==> src/sv/wfev_pkg.sv <==
// ----------------------------------------------------------------------------
// wfev_pkg: shared types and constants of the wall function unit
// Number formats, saturation caps, register indexes and the structs that
// travel between the front queue, the sequencer and its arithmetic units.
// ----------------------------------------------------------------------------
package wfev_pkg;

	localparam int DATA_W = 32;
	localparam int KAP_W  = 18;
	localparam int E_W    = 24;
	localparam int LAM_W  = 24;
	localparam int INT_W  = 48;
	localparam int RE_W   = 46;
	localparam int DVD_W  = 68;
	localparam int DVS_W  = 32;
	localparam int L2_W   = 22;
	localparam int T_W    = 25;
	localparam int MUL_W  = 32;
	localparam int PROD_W = 64;

	localparam int MAX_ITERATIONS = 10;
	localparam int ITER_W = $clog2(MAX_ITERATIONS + 1);

	localparam int QDEPTH = 2;
	localparam int QPTR_W = 1;
	localparam int QCNT_W = 2;

	localparam int CFG_IDX_W  = 2;
	localparam int CFG_DATA_W = 24;

	localparam logic [CFG_IDX_W-1:0] REG_KAPPA   = 2'd0;
	localparam logic [CFG_IDX_W-1:0] REG_LOG_E   = 2'd1;
	localparam logic [CFG_IDX_W-1:0] REG_LAMINAR = 2'd2;

	localparam logic [KAP_W-1:0] KAPPA_RST   = 18'd26870;
	localparam logic [E_W-1:0]   LOG_E_RST   = 24'd642253;
	localparam logic [LAM_W-1:0] LAMINAR_RST = 24'd755630;

	localparam logic [INT_W-1:0]  INT_CAP = {INT_W{1'b1}};
	localparam logic [RE_W-1:0]   RE_CAP  = {RE_W{1'b1}};
	localparam logic [DATA_W-1:0] OUT_CAP = {DATA_W{1'b1}};
	localparam logic [MUL_W-1:0]  LN2_Q32 = 32'd2977044472;
	localparam logic signed [T_W-1:0] ONE_Q16 = 25'sd65536;
	localparam logic signed [T_W-1:0] T_BIAS  = 25'sd2097152;

	typedef struct packed {
		logic [DATA_W-1:0] speed;
		logic [DATA_W-1:0] wall_dist;
		logic [DATA_W-1:0] nu;
		logic              nu_zero;
	} item_t;

	typedef struct packed {
		logic [KAP_W-1:0] kappa;
		logic [E_W-1:0]   log_e;
		logic [LAM_W-1:0] laminar;
	} cfg_t;

	typedef struct packed {
		logic             start;
		logic [DVD_W-1:0] dividend;
		logic [DVS_W-1:0] divisor;
	} div_req_t;

	typedef struct packed {
		logic             done;
		logic [DVD_W-1:0] quotient;
	} div_rsp_t;

	typedef struct packed {
		logic              start;
		logic [PROD_W-1:0] operand;
	} log_req_t;

	typedef struct packed {
		logic            done;
		logic [L2_W-1:0] result;
	} log_rsp_t;

endpackage

==> src/sv/wfev_face_if.sv <==
// ----------------------------------------------------------------------------
// wfev_face_if: input channel of the wall function unit
// One transaction carries the near-wall speed, wall distance and viscosity.
// ----------------------------------------------------------------------------
interface wfev_face_if import wfev_pkg::*; ();
	logic              valid;
	logic              ready;
	logic [DATA_W-1:0] near_wall_speed;
	logic [DATA_W-1:0] wall_distance;
	logic [DATA_W-1:0] laminar_viscosity;

	modport source(output valid, near_wall_speed, wall_distance, laminar_viscosity,
		input ready);
	modport sink(input valid, near_wall_speed, wall_distance, laminar_viscosity,
		output ready);
endinterface

==> src/sv/wfev_front.sv <==
// ----------------------------------------------------------------------------
// wfev_front: input acceptance and item queue
// Takes face transactions, flags a zero viscosity and holds up to two items
// for the sequencer so that each side can stall on its own.
// ----------------------------------------------------------------------------
module wfev_front import wfev_pkg::*; (
	input  logic        clk,
	input  logic        arst_n,
	wfev_face_if.sink   face,
	output logic        q_valid,
	output item_t       q_item,
	input  logic        q_pop
);

	item_t              mem_q [QDEPTH];
	logic [QPTR_W-1:0]  wr_ptr_q;
	logic [QPTR_W-1:0]  rd_ptr_q;
	logic [QCNT_W-1:0]  count_q;
	logic               push;
	item_t              item_in;

	// classify the incoming item
	always_comb begin
		item_in.speed     = face.near_wall_speed;
		item_in.wall_dist = face.wall_distance;
		item_in.nu        = face.laminar_viscosity;
		item_in.nu_zero   = (face.laminar_viscosity == '0);
	end

	assign face.ready = (count_q != QCNT_W'(QDEPTH));
	assign push       = face.valid && face.ready;
	assign q_valid    = (count_q != '0);
	assign q_item     = mem_q[rd_ptr_q];

	// advance pointers and fill count
	always_ff @(posedge clk or negedge arst_n) begin
		if (!arst_n) begin
			wr_ptr_q <= '0;
			rd_ptr_q <= '0;
			count_q  <= '0;
		end else begin
			if (push) wr_ptr_q <= wr_ptr_q + 1'b1;
			if (q_pop) rd_ptr_q <= rd_ptr_q + 1'b1;
			if (push && !q_pop) count_q <= count_q + 1'b1;
			else if (!push && q_pop) count_q <= count_q - 1'b1;
		end
	end

	// store the payload
	always_ff @(posedge clk) begin
		if (push) mem_q[wr_ptr_q] <= item_in;
	end

endmodule

==> src/flat_wrapper.sv <==
// flat-port wrapper written by rule: the top's interface ports become plain ports
module wfev_front_flat import wfev_pkg::*;
  (clk, arst_n, q_valid, q_item, q_pop, face_valid, face_near_wall_speed, face_wall_distance, face_laminar_viscosity, face_ready);
  wfev_face_if face_i ();
  input  logic clk;
  input  logic arst_n;
  output logic q_valid;
  output item_t q_item;
  input  logic q_pop;
  input wire logic [$bits(face_i.valid)-1:0] face_valid;
  input wire logic [$bits(face_i.near_wall_speed)-1:0] face_near_wall_speed;
  input wire logic [$bits(face_i.wall_distance)-1:0] face_wall_distance;
  input wire logic [$bits(face_i.laminar_viscosity)-1:0] face_laminar_viscosity;
  output wire logic [$bits(face_i.ready)-1:0] face_ready;
  assign face_i.valid = face_valid;
  assign face_i.near_wall_speed = face_near_wall_speed;
  assign face_i.wall_distance = face_wall_distance;
  assign face_i.laminar_viscosity = face_laminar_viscosity;
  assign face_ready = face_i.ready;
  wfev_front u_core (.clk(clk), .arst_n(arst_n), .face(face_i), .q_valid(q_valid), .q_item(q_item), .q_pop(q_pop));
endmodule
==> config.mk <==
export PLATFORM = sky130hd
export DESIGN_NAME = wfev_front_flat
export DESIGN_NICKNAME = d
export VERILOG_FILES = /design/src/sv/wfev_pkg.sv /design/src/sv/wfev_face_if.sv /design/src/sv/wfev_front.sv /design/src/flat_wrapper.sv
export SDC_FILE = /design/constraint.sdc
export NUM_CORES = 1
export LEC_CHECK = 0
export ABC_AREA = 1
export BUFFER_PORTS_ARGS = -buffer_cell sky130_fd_sc_hd__buf_2
export CAP_MARGIN = 20
export CORE_MARGIN = 10
export CORE_UTILIZATION = 56
export CTS_BUF_LIST = sky130_fd_sc_hd__clkbuf_16
export DETAILED_ROUTE_END_ITERATION = 10
export GPL_ROUTABILITY_DRIVEN = 0
export GPL_TIMING_DRIVEN = 0
export PLACE_DENSITY = 0.91
export SYNTH_ARGS = -nofsm -noshare
export SYNTH_HDL_FRONTEND = slang
export SYNTH_SLANG_ARGS = --single-unit
==> constraint.sdc <==
create_clock -name clk -period 12.8 [get_ports clk]
set_input_delay 2.56 -clock clk [delete_from_list [all_inputs] [get_ports clk]]
set_output_delay 2.56 -clock clk [all_outputs]
set_load 0.02 [all_outputs]
==> qor.yml <==
synthesis:
  synth.top_cell.area_share_pct: 78.8
  synth_seq_cells: 198
  synth_most_common_cell: "edfxtp_1"
  synth_area_mm2: 0.00739
  seq_area_frac_synth_pct: 80.2
  synthMuxAreaShare_pct: 15.8
  synth_compound_area_share_pct: 0
  synth_cell_types: 13
  synth_top_family_by_area: "multiplexers"
  synth-main-ff-cell: "edfxtp_1"
  yosys-top-cells-area: "edfxtp_1, mux2_2, mux2_4, dfrtp_1, nor2_1"
  synth_commonest_cells: "edfxtp_1, mux2_2, nor2_1"
  synth-edff-count: 194
  avgSynthCellArea_um2: 20.7
  synth_top_cell_by_area: "edfxtp_1"
  yosys_warnings: 0
  synthXorXnorAreaFrac_pct: 0.355
  synth_fa_ha_area_share_pct: 0.169
  yosys.area_share.simple_pct: 2.13
  syn-num-nets: 458
  synth_cells: 357
  async_flop_share_pct: 2.02
hold_path:
  min-delay-start: "u_core.count_q[0]"
  hold_path_class: "reg2reg"
timing:
  finalSetupTns_ns: 0
  holdWs_ns: 0.516
  slew_headroom_pct: 59.0
  drv_slew: 0
  setup_viol: 0
  fin_crit_sh_pct: 33.7
  worstMarginPinSlew_ns: 0.614
  hold_violations: 0
  rsz0062_at_grt: "no"
  final.min_clock_period_ns: 4.31
  setup_slack_ns: 8.49
  fmax_ghz: 0.232
  clock_skew_ns: 0.00802
global_route:
  overflow: 0
  antenna_found_initial: 0
  grt_start_max_net_pins: 35
  grt_pass1_wl_um: 23700
  grt_pass1_vias: 4341
  grt_usage_pct: 17.1
worst_setup_path:
  cp.arrival_ns: 1.75
  path_class: "reg2out"
  r2r_slack_ns: 10.77
  startpoint_type: "flop"
  startpoint: "u_core.rd_ptr_q"
  cp-end-kind: "output port"
  reg2reg_from: "u_core.count_q[0]"
  cp_max_fo: 10
  cp.required_ns: 10.24
power_and_ir_drop:
  power.internal_uw: 1510
  comb_power_share_pct: 35.1
  switchingPower_uw: 719
  power-per-cell-area_mw_per_mm2: 238
  seq_power_share_pct: 41.3
  vdd_ir_drop_max_v: 0.000136
  switching_share_pct: 32.3
  pwr-share-clk_pct: 23.7
  leakage_uw: 0.00361
cells_and_area:
  nets: 681
  drive_gt1_share_pct: 57.7
  stdcell_area_mm2: 0.00934
  diodes: 0
  area_delta_synth_final_pct: 26.3
  final_core_util_pct: 73.1
placement:
  dp_hpwl_um: 11200
  preCtsSetupSlack_ns: 8.67
  dpl-instance-area_mm2: 0.00875
  io_buffer_count: 198
clock_tree:
  cts.sinks: 198
  cts_buffers: 17
  path_clk_slew_ns: 0.06
  root_buffer: "clkbuf_16"
  cts-resized-gates: 0
  cts_setup_buffers: 0
  tritoncts: "done"
  clk_latency_ns: 0.43
  cts_hold_buf: 0
  htree_levels: 4
  clockBufferDepth: 2
die:
  die-area_mm2: 0.0182
  start_util_pct: 57.9
  core_area_mm2: 0.0128
  ioPinCount: 199
  die_h_um: 135
  fp.dieW_um: 135
  rows: 41
routing:
  avgRoutedWirePerCell_um: 20.2
  wirelength_um: 15500
  drt_iter0_markers: 230
  ant_nets: 0
  num_vias: 3920
  drc: 0
  drtPass1Iterations: 4
  viasPerCell: 5.12
outcome:
  status: "complete, no violations"
run:
  drv_cap: 0
-- cell families after synthesis --
family | after synthesis
multiplexers | 97
adder cells (fa/ha/maj) | 1
buffers and inverters | 17
XOR/XNOR | 3
AND/OR/NAND/NOR | 41
flip-flops | 198
-- layout by cell type, fill, tap and decap left out --
cell and count:
buf_2 205, edfxtp_1 194, mux2_2 77, nor2_1 23
mux2_4 20, clkbuf_16 17, nand2_1 15, inv_1 8
buf_6 4, buf_12 4, dfrtp_1 4, bufinv_16 3
clkinv_2 3, nor2_4 2, xor2_1 2, clkinv_4 2
clkinv_1 2, inv_6 2, buf_16 2, xnor2_1 1
nand3b_1 1, ha_1 1, clkinvlp_4 1
-- worst max-delay path, stage by stage (launching register included) --
cell and delay, ns:
dfrtp_1 0.34, buf_6 0.14, buf_6 0.16, buf_6 0.19
mux2_4 0.33, buf_2 0.17
-- per-layer routing --
metal / GRT usage, % / vias up / share of wire, %
met3: 6.19 / 21 / 7.8
met1: 19.1 / 1925 / 39
met4: 6.95 / 0 / 1.6
li1: - / 1816 / -
met2: 29.0 / 158 / 52
met5: 0 / - / 0
-- path summary, 6_finish.rpt --
check	to	cells past startpoint
setup / recovery	q_item[72]	5
hold / removal	u_core.count_q[0]	1
setup reg to reg	u_core.mem_q[1][65]	6
hold reg to reg	u_core.count_q[0]	1
max in group asynchronous	u_core.wr_ptr_q	1
min in group asynchronous	u_core.rd_ptr_q	1
-- state kept, by name (all words and copies together) (netlist names) --
register,flops
u_core.wr_ptr_q,1
u_core.rd_ptr_q,1
u_core.count_q,2
u_core.mem_q,194
-- area by class of cell --
cell class / instances / area, um^2
Multi-Input combinational cell: 142 / 1380
Inverter: 6 / 22.5
Timing Repair Buffer: 204 / 1130
Clock buffer: 17 / 425
Sequential cell: 198 / 5930
Fill cell: 783 / 3440
Clock inverter: 15 / 163
Buffer: 11 / 80.1
Tap cell: 172 / 215
-- stage by stage --
stage / std cells / power [uW]
after floorplan: 357 / 1460
after global placement: 727 / 1700
after detailed placement: 733 / 1720
after CTS: 765 / 2250
after global routing: 765 / 2330
final: 765 / 2230
-- power groups by stage --
| stage | combinational, uW | sequential, uW | clock (uW) |
|---|---|---|---|
| after floorplan | 523 | 942 | 0 |
| after global placement | 739 | 957 | 0 |
| after detailed placement | 792 | 931 | 0 |
| after CTS | 798 | 919 | 536 |
| after global routing | 836 | 929 | 563 |
| final | 781 | 918 | 527 |
Power figures use the tool's default switching activity.
